**config.mk**
```make
export PLATFORM = sky130hd
export DESIGN_NAME = led_alert_pattern_sequencer_core
export DESIGN_NICKNAME = d
export VERILOG_FILES = /design/src/rtl/lasq_pkg.sv /design/src/rtl/led_alert_pattern_sequencer_core.sv
export SDC_FILE = /design/constraint.sdc
export NUM_CORES = 1
export LEC_CHECK = 0
export ABC_AREA = 0
export BUFFER_PORTS_ARGS = -buffer_cell sky130_fd_sc_hd__buf_2
export CAP_MARGIN = 15
export CORE_MARGIN = 1.5
export CORE_UTILIZATION = 40
export DETAILED_ROUTE_END_ITERATION = 8
export PLACE_DENSITY = 0.67
export SETUP_SLACK_MARGIN = 0.3
export SYNTH_ARGS = -nofsm -noshare
export SYNTH_HDL_FRONTEND = slang
export SYNTH_SLANG_ARGS = --single-unit
export TNS_END_PERCENT = 20
```
**constraint.sdc**
```tcl
create_clock -name clk -period 9.6 [get_ports clk]
set_input_delay 0.48 -clock clk [delete_from_list [all_inputs] [get_ports clk]]
set_output_delay 0.48 -clock clk [all_outputs]
set_load 0.02 [all_outputs]
```
**src/rtl/lasq_pkg.sv**
```systemverilog
// lasq_pkg: types and constants for the led alert pattern sequencer
// used by led_alert_pattern_sequencer_core; no dependencies

package lasq_pkg;

	localparam int unsigned REG_W  = 16;
	localparam int unsigned CODE_W = 3;
	localparam int unsigned LED_N  = 4;

	// register indexes on the configuration port
	typedef enum logic [1:0] {
		REG_LOADING_DELAY  = 2'd0,
		REG_FALLING_PERIOD = 2'd1,
		REG_CRASH_PERIOD   = 2'd2,
		REG_ERROR_PERIOD   = 2'd3
	} reg_index_t;

	// alert patterns, same encoding as the request code
	typedef enum logic [CODE_W-1:0] {
		MODE_RUNNING = 3'd0,
		MODE_LOADING = 3'd1,
		MODE_FALLING = 3'd2,
		MODE_CRASH   = 3'd3,
		MODE_ERROR   = 3'd4
	} mode_t;

	// item function
	localparam logic FUNC_TICK    = 1'b0;
	localparam logic FUNC_REQUEST = 1'b1;

	// led sets, bit0 yellow, bit1 red, bit2 blue, bit3 green
	localparam logic [LED_N-1:0] LEDS_FALLING    = 4'b0101;
	localparam logic [LED_N-1:0] LEDS_CRASH      = 4'b1111;
	localparam logic [LED_N-1:0] LEDS_ERROR      = 4'b0010;
	localparam logic [LED_N-1:0] LEDS_GREEN_ONLY = 4'b1000;
	localparam logic [LED_N-1:0] LEDS_ALL        = 4'b1111;

	// reset values of the registers
	localparam logic [REG_W-1:0] RST_LOADING_DELAY  = 16'd250;
	localparam logic [REG_W-1:0] RST_FALLING_PERIOD = 16'd200;
	localparam logic [REG_W-1:0] RST_CRASH_PERIOD   = 16'd100;
	localparam logic [REG_W-1:0] RST_ERROR_PERIOD   = 16'd500;

	typedef struct packed {
		logic              func;
		logic [CODE_W-1:0] alert_code;
	} item_t;

	typedef struct packed {
		logic led_yellow;
		logic led_red;
		logic led_blue;
		logic led_green;
	} result_t;

endpackage

```
**src/rtl/led_alert_pattern_sequencer_core.sv**
```systemverilog
// led_alert_pattern_sequencer_core: top level of the led alert pattern sequencer
// depends on lasq_pkg for item/result structs, mode codes and led sets

// Drives four LEDs (yellow, red, blue, green) in one of five alert patterns.
// Each beat on the item channel is either a tick (func = 0) or an alert request
// (func = 1, alert_code selects running, loading, falling, crash or error; codes
// five to seven select running). Every item yields exactly one result beat with
// the LED levels after that item. A request restarts the pattern: running shows
// green only, falling starts with yellow and blue, crash with all four, error
// with red alone, loading keeps the LEDs as they are. Outside running, ticks
// advance a counter of COUNT_WIDTH bits; when it reaches the pattern's period
// the pattern acts and the counter restarts. A period of zero acts on the next
// tick, a period the counter cannot reach acts when the counter saturates.
// Loading walks eight phases: half the delay then light one LED, the full delay
// then clear it, in yellow, red, blue, green order. Timing: an accepted item is
// held in the input register; when it moves on, its result is loaded into the
// result register and presented from then on. The block accepts one item every
// cycle as long as results are taken; a stalled result holds the input register,
// and once that is full item_stall rises. The pattern state update (one counter
// increment and compare) sits between the two registers. Registers are written
// through cfg_we/cfg_index/cfg_data; the user must write them only while the
// block is idle, which the block itself does not enforce; there is no read-back.

module led_alert_pattern_sequencer_core #(
	parameter int unsigned COUNT_WIDTH = 16
) (
	input  logic                                clk,
	input  logic                                arst_n,
	// item channel
	input  logic                                item_valid,
	output logic                                item_stall,
	input  lasq_pkg::item_t                     item,
	// result channel
	output logic                                result_valid,
	input  logic                                result_stall,
	output lasq_pkg::result_t                   result,
	// configuration writes
	input  logic                                cfg_we,
	input  lasq_pkg::reg_index_t                cfg_index,
	input  logic [lasq_pkg::REG_W-1:0]          cfg_data
);

	// compare width covers both the counter and a 16-bit period
	localparam int unsigned CMP_W = (COUNT_WIDTH > lasq_pkg::REG_W) ?
		COUNT_WIDTH : lasq_pkg::REG_W;

	// configuration registers
	logic [lasq_pkg::REG_W-1:0] loading_delay_q;
	logic [lasq_pkg::REG_W-1:0] falling_period_q;
	logic [lasq_pkg::REG_W-1:0] crash_period_q;
	logic [lasq_pkg::REG_W-1:0] error_period_q;

	// pattern state
	lasq_pkg::mode_t            mode_q, mode_d;
	logic [2:0]                 phase_q, phase_d;
	logic [COUNT_WIDTH-1:0]     count_q, count_d;
	logic [lasq_pkg::LED_N-1:0] leds_q, leds_d;

	// input stage and result stage
	logic                       valid_s1;
	lasq_pkg::item_t            item_s1;
	logic                       result_valid_q;
	lasq_pkg::result_t          result_q;

	logic advance;
	logic take;

	// the s1 item moves on when the result register is empty or being drained
	assign advance    = valid_s1 && (!result_valid_q || !result_stall);
	// take a new beat whenever s1 is empty or moving on this cycle
	assign item_stall = valid_s1 && !advance;
	assign take       = item_valid && !item_stall;

	always_ff @(posedge clk or negedge arst_n) begin
		if (!arst_n) begin
			loading_delay_q  <= lasq_pkg::RST_LOADING_DELAY;
			falling_period_q <= lasq_pkg::RST_FALLING_PERIOD;
			crash_period_q   <= lasq_pkg::RST_CRASH_PERIOD;
			error_period_q   <= lasq_pkg::RST_ERROR_PERIOD;
		end else if (cfg_we) begin
			unique case (cfg_index)
				lasq_pkg::REG_LOADING_DELAY:  loading_delay_q  <= cfg_data;
				lasq_pkg::REG_FALLING_PERIOD: falling_period_q <= cfg_data;
				lasq_pkg::REG_CRASH_PERIOD:   crash_period_q   <= cfg_data;
				lasq_pkg::REG_ERROR_PERIOD:   error_period_q   <= cfg_data;
				default: ;
			endcase
		end
	end

	// input register
	always_ff @(posedge clk or negedge arst_n) begin
		if (!arst_n) begin
			valid_s1 <= 1'b0;
		end else if (take) begin
			valid_s1 <= 1'b1;
		end else if (advance) begin
			valid_s1 <= 1'b0;
		end
	end

	always_ff @(posedge clk) begin
		if (take) begin
			item_s1 <= item;
		end
	end

	// pattern step for the item in s1
	logic [lasq_pkg::REG_W-1:0] period;
	logic [COUNT_WIDTH-1:0]     count_inc;
	logic                       elapsed;
	logic [lasq_pkg::LED_N-1:0] phase_bit;

	always_comb begin
		// period of the active pattern; loading alternates half and full delay
		unique case (mode_q)
			lasq_pkg::MODE_LOADING: period = phase_q[0] ? loading_delay_q :
				(loading_delay_q >> 1);
			lasq_pkg::MODE_FALLING: period = falling_period_q;
			lasq_pkg::MODE_CRASH:   period = crash_period_q;
			lasq_pkg::MODE_ERROR:   period = error_period_q;
			default:                period = '0;
		endcase

		// count never rests at its maximum, so the increment cannot wrap
		count_inc = count_q + 1'b1;
		elapsed   = (CMP_W'(count_inc) >= CMP_W'(period)) || (&count_inc);
		phase_bit = lasq_pkg::LED_N'(1) << phase_q[2:1];

		mode_d  = mode_q;
		phase_d = phase_q;
		count_d = count_q;
		leds_d  = leds_q;

		if (item_s1.func == lasq_pkg::FUNC_REQUEST) begin
			phase_d = '0;
			count_d = '0;
			unique case (item_s1.alert_code)
				lasq_pkg::MODE_LOADING: begin
					mode_d = lasq_pkg::MODE_LOADING;
				end
				lasq_pkg::MODE_FALLING: begin
					mode_d = lasq_pkg::MODE_FALLING;
					leds_d = lasq_pkg::LEDS_FALLING;
				end
				lasq_pkg::MODE_CRASH: begin
					mode_d = lasq_pkg::MODE_CRASH;
					leds_d = lasq_pkg::LEDS_CRASH;
				end
				lasq_pkg::MODE_ERROR: begin
					mode_d = lasq_pkg::MODE_ERROR;
					leds_d = lasq_pkg::LEDS_ERROR;
				end
				// running and the unknown codes
				default: begin
					mode_d = lasq_pkg::MODE_RUNNING;
					leds_d = lasq_pkg::LEDS_GREEN_ONLY;
				end
			endcase
		end else if (mode_q != lasq_pkg::MODE_RUNNING) begin
			count_d = elapsed ? '0 : count_inc;
			if (elapsed) begin
				unique case (mode_q)
					lasq_pkg::MODE_LOADING: begin
						// even phase lights, odd phase clears
						leds_d  = phase_q[0] ? (leds_q & ~phase_bit) :
							(leds_q | phase_bit);
						phase_d = phase_q + 1'b1;
					end
					lasq_pkg::MODE_ERROR: begin
						leds_d = leds_q ^ lasq_pkg::LEDS_ERROR;
					end
					// falling and crash toggle everything
					default: begin
						leds_d = leds_q ^ lasq_pkg::LEDS_ALL;
					end
				endcase
			end
		end
	end

	always_ff @(posedge clk or negedge arst_n) begin
		if (!arst_n) begin
			mode_q  <= lasq_pkg::MODE_RUNNING;
			phase_q <= '0;
			count_q <= '0;
			leds_q  <= lasq_pkg::LEDS_GREEN_ONLY;
		end else if (advance) begin
			mode_q  <= mode_d;
			phase_q <= phase_d;
			count_q <= count_d;
			leds_q  <= leds_d;
		end
	end

	// result register, holds its beat while stalled
	always_ff @(posedge clk or negedge arst_n) begin
		if (!arst_n) begin
			result_valid_q <= 1'b0;
		end else if (advance) begin
			result_valid_q <= 1'b1;
		end else if (!result_stall) begin
			result_valid_q <= 1'b0;
		end
	end

	always_ff @(posedge clk) begin
		if (advance) begin
			result_q.led_yellow <= leds_d[0];
			result_q.led_red    <= leds_d[1];
			result_q.led_blue   <= leds_d[2];
			result_q.led_green  <= leds_d[3];
		end
	end

	assign result_valid = result_valid_q;
	assign result       = result_q;

endmodule
```
### Yosys cells after proc, flatten, opt, wreduce, memory -nomap -nowiden

Index checks and enable logic that the tools add are counted.

* bits in registers: 100
* logic and storage cells: 80
* output and inout port bits: 6
* bits of input ports: 27

* reduce and logical (&&, ||, !) cells: 23
* bitwise gates (word level): 5
* $add $sub $neg: 2
* equal/unequal tests: 12
* shift-type cells: 1
* multiplexer cells: 20
* order comparisons: 1

Operators with widths (count)
* two-way mux 16 bit: 4
* one-hot mux 16 bit (4 select lines): 1
* adder 16 x 1 -> 16 bit, second input constant: 1
* greater-or-equal comparator 16 bit: 1
* two-way mux 4 bit: 4
* one-hot mux 4 bit (4 select lines): 1
* AND reduction 16 bit: 1
* equality test 3 x 2 -> 1 bit, second input constant: 4
* two-way mux 3 bit: 4
* one-hot mux 3 bit (4 select lines): 1
* AND reduction 2 bit: 6
* inverter 4 bit: 2
* one-hot mux 4 bit (2 select lines): 1
* nonzero test 2 bit: 4
* equality test 3 x 1 -> 1 bit, second input constant: 2
* equality test 3 bit, second input constant: 2
* AND 4 bit: 1
* equality test 2 bit, second input constant: 2
* logical NOT 1 bit: 4
* two-way mux 1 bit: 4
* OR 4 bit: 1
* AND reduction 4 bit: 1
* << shifter 1 x 2 -> 4 bit, first input constant: 1
* adder 3 x 1 -> 3 bit, second input constant: 1
* 7 further kinds: 10

### Longest topological paths before layout

Gate-level depths: netlist of the first run.

* word-level depth: 8
* gate-level depth with buffers: 16
* depth with buffers taken out: 13

### Least setup slack after synthesis of the first run

Ideal clock, no wire load.

* kind: register -> register
* start: register phase_q[0]
* end: register result_q (netlist bit result[2]) (data pin)
* data arrival time: 3.236 ns
* path buffers: 3
* required time: 9.332 ns
* path slack: 6.096 ns
* cell stages (with the launch flop): 14
* library setup time: 0.268 ns
* period minus slack after synthesis: 3.504 ns
* cells stage by stage: dfrtp_1 > buf_1 > buf_1 > mux2i_1 > o22ai_1 > a21oi_1 > ha_1 > a21oi_1 > o21ai_0 > a2111oi_0 > o211ai_1 > a31oi_2 > buf_6 > a21oi_1

* word-level cells in the longest chain between the ends: 7
* elaborated cells on any way between the ends: 9
* those cells by class: order compare: 1; mux: 7; reduce/logical: 1

Ends and longest elaborated chain
* start, declared: RTL line led_alert_pattern_sequencer_core.sv:55 `logic [2:0] phase_q, phase_d;`
* start signal, assigned: RTL line led_alert_pattern_sequencer_core.sv:190 `phase_q <= phase_d;`
* two-way mux 16 bit: RTL line led_alert_pattern_sequencer_core.sv:117 `lasq_pkg::MODE_LOADING: period = phase_q[0] ? loading_delay_q :`
* one-hot mux 16 bit (4 select lines): RTL line led_alert_pattern_sequencer_core.sv:116 `unique case (mode_q)`
* greater-or-equal comparator 16 bit: RTL line led_alert_pattern_sequencer_core.sv:127 `elapsed = (CMP_W'(count_inc) >= CMP_W'(period)) || (&count_inc);`
* logical OR 1 bit: RTL line led_alert_pattern_sequencer_core.sv:127
* two-way mux 4 bit (*): RTL line led_alert_pattern_sequencer_core.sv:162 `if (elapsed) begin`
* two-way mux 4 bit (*): RTL line led_alert_pattern_sequencer_core.sv:160 `end else if (mode_q != lasq_pkg::MODE_RUNNING) begin`
* two-way mux 4 bit (*): RTL line led_alert_pattern_sequencer_core.sv:135 `if (item_s1.func == lasq_pkg::FUNC_REQUEST) begin`
* named net leds_d (one bit): RTL line led_alert_pattern_sequencer_core.sv:57 `logic [lasq_pkg::LED_N-1:0] leds_q, leds_d;`
* end, declared: RTL line led_alert_pattern_sequencer_core.sv:63 `lasq_pkg::result_t result_q;`

The timed path passes the listed nets; every way through them passes the cells marked *.
A chain may end at the register's enable or synchronous reset.

### Final worst setup path of the first run

* start: register mode_q[0]
* end: register count_q[8]

* word-level cells in the longest chain between the ends: 7
* elaborated cells on any way between the ends: 13
* those cells by class: order compare: 1; eq/ne: 4; mux: 4; reduce/logical: 4

Ends and longest elaborated chain
* start, declared: RTL line led_alert_pattern_sequencer_core.sv:54 `lasq_pkg::mode_t mode_q, mode_d;`
* start signal, assigned: RTL line led_alert_pattern_sequencer_core.sv:184 `mode_q <= lasq_pkg::MODE_RUNNING;`
* start signal, assigned: RTL line led_alert_pattern_sequencer_core.sv:189 `mode_q <= mode_d;`
* equality test 3 bit, or another cell as far along: RTL line led_alert_pattern_sequencer_core.sv:116
* one-hot mux 16 bit (4 select lines): RTL line led_alert_pattern_sequencer_core.sv:116
* greater-or-equal comparator 16 bit: RTL line led_alert_pattern_sequencer_core.sv:127
* logical OR 1 bit: RTL line led_alert_pattern_sequencer_core.sv:127
* two-way mux 16 bit: RTL line led_alert_pattern_sequencer_core.sv:161 `count_d = elapsed ? '0 : count_inc;`
* two-way mux 16 bit: RTL line led_alert_pattern_sequencer_core.sv:160
* two-way mux 16 bit: RTL line led_alert_pattern_sequencer_core.sv:135
* end signal, assigned: RTL line led_alert_pattern_sequencer_core.sv:191 `count_q <= count_d;`
* end, declared: RTL line led_alert_pattern_sequencer_core.sv:56 `logic [COUNT_WIDTH-1:0] count_q, count_d;`

Parallel ways exist; a longest one is shown, timed or not. The select of a mux whose other input is x is not followed.

==> results of run 1 <==
## per-stage QoR
stage / worst slack [ns] / power (mW)
after detailed placement: 5.32 / 0.888
after global routing: 4.80 / 1.31
after floorplan: 6.10 / 0.801
final: 5.34 / 1.24
after global placement: 5.52 / 0.874
after CTS: 5.36 / 1.24
## worst max-delay path by stage
stage / slack [ns] / end
floorplan: 6.10 / result[2]$_DFFE_PP_
global placement: 5.52 / count_q[1]$_DFFE_PN0P_
detailed placement: 5.32 / count_q[8]$_DFFE_PN0P_
CTS: 5.36 / count_q[8]$_DFFE_PN0P_
global route: 4.80 / count_q[5]$_DFFE_PN0P_
finish: 5.34 / count_q[8]$_DFFE_PN0P_
## power groups by stage
stage,registers (mW),logic [mW],clock network (mW)
after floorplan,0.557,0.243,0
final,0.588,0.295,0.355
after global placement,0.593,0.281,0
after detailed placement,0.594,0.294,0
after CTS,0.587,0.295,0.362
after global routing,0.599,0.333,0.376
## sequential cells by signal (all words and copies together) (netlist names), 3 cells and up
register / cells
item_s1: 4
phase_q: 3
count_q: 16
crash_period_q: 16
leds_q: 4
falling_period_q: 16
result: 4
mode_q: 3
error_period_q: 16
loading_delay_q: 16
## cell type report
type,count,area [µm²]
Clock buffer,10,239
Clock inverter,6,47.5
Fill cell,1284,7620
Inverter,13,48.8
Multi-Input combinational cell,379,2900
Sequential cell,100,2570
Tap cell,180,225
Timing Repair Buffer,35,185
## per-layer routing
metal	vias up	track usage	share of wire
li1	1971	-	-
met1	2044	0.264	0.48
met2	89	0.293	0.47
met3	13	0.0295	0.032
met4	0	0.0706	0.016
met5	-	0	0
## worst max-delay path, delay by kind of cell, from the launching register on
kind / cells / cell delay (ns)
flip-flops: 1 / 0.89
adder cells (fa/ha/maj): 1 / 0.31
AND/OR/NAND/NOR: 4 / 0.91
AO/OA/AOI/OAI: 6 / 2.06
## cells by family (layout without fill, tap and decap cells)
| group | after synthesis | count (layout) |
|---|---|---|
| mux | 91 | 91 |
| flops | 100 | 100 |
| fa+ha+maj | 19 | 19 |
| xor+xnor | 14 | 14 |
| simple gates | 132 | 132 |
| compound gates | 123 | 123 |
| buf+inv | 43 | 64 |
## cell usage in the layout (no fill, tap or decap), types with 3 or more instances in the layout
| master | count |
|---|---|
| a21oi_1 | 28 |
| a221oi_1 | 4 |
| a22oi_1 | 7 |
| a31oi_1 | 3 |
| a32o_1 | 8 |
| and2_1 | 5 |
| and3_1 | 4 |
| and4_1 | 3 |
| buf_2 | 31 |
| buf_4 | 4 |
| clkbuf_16 | 9 |
| dfrtp_1 | 73 |
| dfstp_2 | 19 |
| edfxtp_1 | 8 |
| ha_1 | 19 |
| inv_1 | 12 |
| mux2_2 | 66 |
| mux2i_1 | 25 |
| nand2_1 | 48 |
| nand2b_1 | 6 |
| nand3_1 | 12 |
| nand3b_1 | 3 |
| nand4_1 | 5 |
| nor2_1 | 22 |
| nor2b_1 | 3 |
| nor4_1 | 4 |
| o211ai_1 | 4 |
| o21ai_0 | 32 |
| o21ai_1 | 5 |
| o22ai_1 | 6 |
| o311ai_1 | 3 |
| xnor2_1 | 10 |
| xor2_1 | 4 |
==> out/results.ini, run 1 <==
[status]
status = finished, final reports clean

[floorplanning]
io_pins = 33
die_height_um = 122
die-area_um2 = 14800
rows = 43
start_util = 0.408
dieWidth_um = 122
coreArea_um2 = 13800

[synth]
synth_common_cells = 73 x dfrtp_1, 66 x mux2_2, 48 x nand2_1
syn_inst = 522
async_reset_ff_frac = 0.920
syn_area_um2 = 5640
synthXorXnorAreaFrac = 0.0217
avgSynthCellArea_um2 = 10.8
synthAdderAreaFrac = 0.0422
synth_edf_count = 8
ys_types = 68
synth_top_area_frac = 0.324
synth_ff_type = dfrtp_1
synth_mux_area_frac = 0.176
synth_compound_area_frac = 0.150
yosysSeqAreaShare = 0.455
yosys.area_share.simple = 0.122
synth.largest_area_cell = dfrtp_1
synth_top_family_by_area = multiplexers
ys_ff_latch = 100
yosysMostFrequentCell = dfrtp_1
syn_nets = 568
synth_area_leaders = dfrtp_1 32%, mux2_2 13%, dfstp_2 8.9%
yosys_warnings = 0

[cells_and_area]
final_area_um2 = 6210
fin_util = 0.449
stdcell_count = 723
layout.nets = 584
diodes = 0
drive_above_1_share = 0.273
area_growth_pct = 10.1

[worst_setup_path]
path_max_fanout = 23
r2r-end = count_q[8]$_DFFE_PN0P_
crit_arrival_ns = 4.53
path_cells = nor2_1 > and2_1 > a221oi_1 > ha_1 > nand2_1 > o21ai_0 > a2111oi_0 > o211ai_1 > a31oi_2 > nand2_2 > o21ai_0
crit_start = mode_q[0]$_DFFE_PN0P_
timing_worst_setup_path_type = flip-flop to flip-flop
required_ns = 9.87
cp_common_cell = o21ai_0
reg2reg_depth = 11
reg2reg_from = mode_q[0]$_DFFE_PN0P_
cp-end-kind = flip-flop
slowest_stage = dfrtp_1
slowest_delay_ns = 0.89
rrSetupSlack_ns = 5.34
setup.worst_path.start_class = flip-flop

[global_route]
grt_usage = 0.188
grt_pass1_vias = 4249
antenna_found_initial = 0
grt_max_degree = 55
grt_pass1_wl_mm = 21.9
grt_overflow = 0

[pwr]
internal_power_mw = 0.835
power.share.sequential = 0.475
cellPowerDensity_nw_per_um2 = 199
p_switching_mw = 0.404
ir_drop_mv = 0.112
pwr-share-comb = 0.238
clkPwrFrac = 0.286
switching_share = 0.326
leakage_nw = 2.52

[timing]
slew_headroom = 0.239
rsz0062_at_grt = false
whs_ns = 0.0755
slew_violations = 0
finalSetupViolCount = 0
fin_crit_sh = 0.444
finalClockSkew_ns = 0.00830
max_clock_freq_mhz = 235
setup_tns_ns = 0
worstMarginPinSlew_ns = 1.14
min_period_ns = 4.26
hold_viol_final = 0

[worst_hold_path]
hold_path_class = input pin to asynchronous set/reset pin

[routing]
drt_pass1_iterations = 4
wl_per_cell_um = 17.6
drtIter0Drc = 293
num_vias = 4117
post-route-drc-count = 0
antenna_left = 0
avgViaCountPerCell = 5.69
routed_wl_mm = 12.7

[clocking]
cts_tree = done
cts_buffers = 9
htree_levels = 3
clkSinkCount = 100
post_cts_buffers = 0
cts_root_buf = clkbuf_16
cts_max_path_buffers = 2
hold_buffers = 0
worst_skew_pair.late_latency_ns = 0.36
path_clk_slew_ns = 0.07
cts_resized = 0

[place]
gp_congestion = 0.868
dpl.cell_count = 706
io_buffer_count = 32
placed_area_um2 = 5910
dp_hpwl_mm = 9.06

[run]
cap_violations = 0

No activity file was read; power rests on OpenSTA's default activity.
==> run 2: changes to the inputs <==
ABC_AREA = 1   (was 0)
clock period = 4.39 ns   (was 9.6 ns; I/O delays follow)
==> run 2 against run 1 <==
Die area fell by 4.2%; fmax grew 20%; clock power is 120% higher; setup slack worse by 4.5 ns; global-route usage rose by 0.16 points; non-clock buffer count is 5 higher; synthesized cell count is 29% higher; routed wire length is 1.3% lower; area after synthesis decreased by 4.3%; design area decreased by 2.2%; largest cell class is now flip-flops and latches; highest routed layer unchanged.
==> out/results.ini, run 2 <==
[worst_setup_path]
crit_start = mode_q[0]$_DFFE_PN0P_  ; unchanged
reg2reg_from = mode_q[0]$_DFFE_PN0P_  ; unchanged
cp-end-kind = flip-flop  ; unchanged
timing_worst_setup_path_type = flip-flop to flip-flop  ; unchanged
required_ns = 4.65  ; was 9.87 ns
setup.worst_path.start_class = flip-flop  ; unchanged
path_max_fanout = 17  ; was 23
crit_arrival_ns = 3.82  ; was 4.53 ns

[floorplanning]
coreArea_um2 = 13200  ; was 13800 µm²
dieWidth_um = 119  ; was 122 µm
start_util = 0.409  ; was 0.408
rows = 42  ; was 43
die_height_um = 119  ; was 122 µm
die-area_um2 = 14200  ; was 14800 µm²
io_pins = 33  ; unchanged

[global_route]
grt_pass1_wl_mm = 21.4  ; was 21.9 mm
grt_max_degree = 49  ; was 55
grt_pass1_vias = 4434  ; was 4249
antenna_found_initial = 0  ; unchanged
grt_usage = 0.190  ; was 0.188
grt_overflow = 0  ; unchanged

[clocking]
path_clk_slew_ns = 0.07  ; about the same
cts_tree = done  ; unchanged
clkSinkCount = 100  ; unchanged
cts_root_buf = clkbuf_16  ; unchanged
cts_resized = 0  ; unchanged
worst_skew_pair.late_latency_ns = 0.35  ; was 0.36 ns
cts_buffers = 9  ; unchanged
cts_max_path_buffers = 2  ; unchanged
htree_levels = 3  ; unchanged

[timing]
slew_headroom = 0.373  ; was 0.239
finalSetupViolCount = 0  ; unchanged
rsz0062_at_grt = false  ; unchanged
layout_setup_ws_ns = 0.834  ; was 5.34 ns
finalClockSkew_ns = 0.00356  ; was 0.00830 ns
setup_tns_ns = 0  ; unchanged
slew_violations = 0  ; unchanged
min_period_ns = 3.56  ; was 4.26 ns
max_clock_freq_mhz = 281  ; was 235 MHz
fin_crit_sh = 0.810  ; was 0.444
worstMarginPinSlew_ns = 0.939  ; was 1.14 ns
hold_viol_final = 0  ; unchanged

[synth]
yosysMostFrequentCell = nand2_1  ; was dfrtp_1
synth.largest_area_cell = dfrtp_1  ; unchanged
avgSynthCellArea_um2 = 8.01  ; was 10.8 µm²
yosys_warnings = 0  ; unchanged
synth_common_cells = 189 x nand2_1, 91 x o21ai_0, 75 x inv_1  ; was 73 x dfrtp_1, 66 x mux2_2, 48 x nand2_1
syn_nets = 720  ; was 568
synth_area_leaders = dfrtp_1 34%, nand2_1 13%, dfstp_2 9.2%  ; was dfrtp_1 32%, mux2_2 13%, dfstp_2 8.9%
synth_top_area_frac = 0.338  ; was 0.324
syn_inst = 674  ; was 522
ys_types = 37  ; was 68
yosysSeqAreaShare = 0.475  ; was 0.455
synth_edf_count = 8  ; unchanged
async_reset_ff_frac = 0.920  ; unchanged
syn_area_um2 = 5400  ; was 5640 µm²
ys_ff_latch = 100  ; unchanged
synth_ff_type = dfrtp_1  ; unchanged

[routing]
drt_pass1_iterations = 5  ; was 4
post-route-drc-count = 0  ; unchanged
drtIter0Drc = 289  ; was 293
avgViaCountPerCell = 5.16  ; was 5.69
antenna_left = 0  ; unchanged
num_vias = 4562  ; was 4117
routed_wl_mm = 12.6  ; was 12.7 mm
wl_per_cell_um = 14.2  ; was 17.6 µm

[cells_and_area]
final_area_um2 = 6070  ; was 6210 µm²
final_cell_mix = 189 x nand2_1, 91 x o21ai_0, 75 x inv_1  ; was 73 x dfrtp_1, 66 x mux2_2, 48 x nand2_1
diodes = 0  ; unchanged
layout_commonest_cell = nand2_1  ; was dfrtp_1
area_growth_pct = 12.4  ; was 10.1%
drive_above_1_share = 0.141  ; was 0.273
stdcell_count = 884  ; was 723
layout.nets = 749  ; was 584

[pwr]
leakage_nw = 2.89  ; was 2.52 nW
ir_drop_mv = 0.242  ; was 0.112 mV
cellPowerDensity_nw_per_um2 = 461  ; was 199 nW/µm²

[place]
gp_congestion = 0.842  ; was 0.868
dp_hpwl_mm = 8.95  ; was 9.06 mm
placed_area_um2 = 5740  ; was 5910 µm²
dpl.cell_count = 865  ; was 706
pre_cts_ws_ns = 0.884  ; was 5.32 ns
io_buffer_count = 32  ; unchanged

[status]
status = finished, final reports clean  ; unchanged

[run]
cap_violations = 0  ; unchanged

[worst_hold_path]
hold_path_class = input pin to flip-flop  ; was input pin to asynchronous set/reset pin
hold_start = item[3]

[run 2: changes by cell type after synthesis, sizes merged, moves of 14 or more]
cell	delta
a211oi	+14
a22o	+14
inv	+64
mux2	-66
mux2i	-25
nand2	+154
nand3	+17
nor2	+22
o21ai	+55
[run 2: per-stage QoR]
stage,utilization,power (mW),hold slack (ns)
final,0.460,2.80,0.0447
after global routing,0.460,2.99,0.0287
after CTS,0.458,2.82,0.0289
after detailed placement,0.435,2.03,0.278
after global placement,0.435,2.01,0.274
after floorplan,-,1.80,-0.0761
[run 2: worst paths after layout]
path                                                 end  slack [ns]  cells past startpoint
max                              count_q[13]$_DFFE_PN0P_        0.83                     19
min                                 item_s1[3]$_DFFE_PP_        0.04                      1
max reg2reg                      count_q[13]$_DFFE_PN0P_        0.83                     19
min reg2reg                     result_valid$_DFFE_PN0P_        0.48                      2
max in group asynchronous        count_q[13]$_DFFE_PN0P_        2.94                      3
min in group asynchronous  crash_period_q[8]$_DFFE_PN0P_        0.43                      2
[run 2: per-layer routing]
metal / GRT usage / part of all wire / up-vias
met2: 0.307 / 0.46 / 88
met5: 0 / 0 / -
met1: 0.257 / 0.48 / 2162
li1: - / - / 2296
met4: 0.0648 / 0.016 / 0
met3: 0.0330 / 0.040 / 16
[run 2: worst max-delay path, stage by stage (launching register included)]
cell and delay (ns):
dfrtp_1 0.39, inv_1 0.07, nor2_1 0.08, inv_1 0.05, nor2_2 0.26, clkinv_1 0.50
a21oi_1 0.28, a211oi_1 0.08, ha_1 0.30, a21oi_1 0.16, nor2_1 0.06, o21ai_0 0.13
nand2_1 0.07, nand2_1 0.06, nand2_1 0.04, nor2_1 0.24, nand3_2 0.26, inv_1 0.27
nand2_1 0.08, o21ai_0 0.09
[run 2: cell families after synthesis]
| logic type | count (synthesis) | synth area share |
|---|---|---|
| compound gates | 161 | 0.174 |
| xor+xnor | 1 | 0.00162 |
| fa+ha+maj | 19 | 0.0440 |
| buf+inv | 99 | 0.0688 |
| flops | 100 | 0.475 |
| simple gates | 294 | 0.236 |
[run 2: timing repair]
item,in CTS,in global routing
buffers inserted,0,0
endpoints found under the hold margin,30,0
hold buffers,1,0
[run 2: power by group]
group          internal, mW  switching (mW)
sequential             1.11           0.124
clock                 0.422           0.356
combinational         0.270           0.511
[run 2: layout make-up]
class	count	area, µm²
tap	176	220
inverter	77	289
clock buffer	10	250
fill	1294	7120
timing repair buffer	40	240
clock inverter	6	43.8
multi-input combinational	475	2460
sequential	100	2570
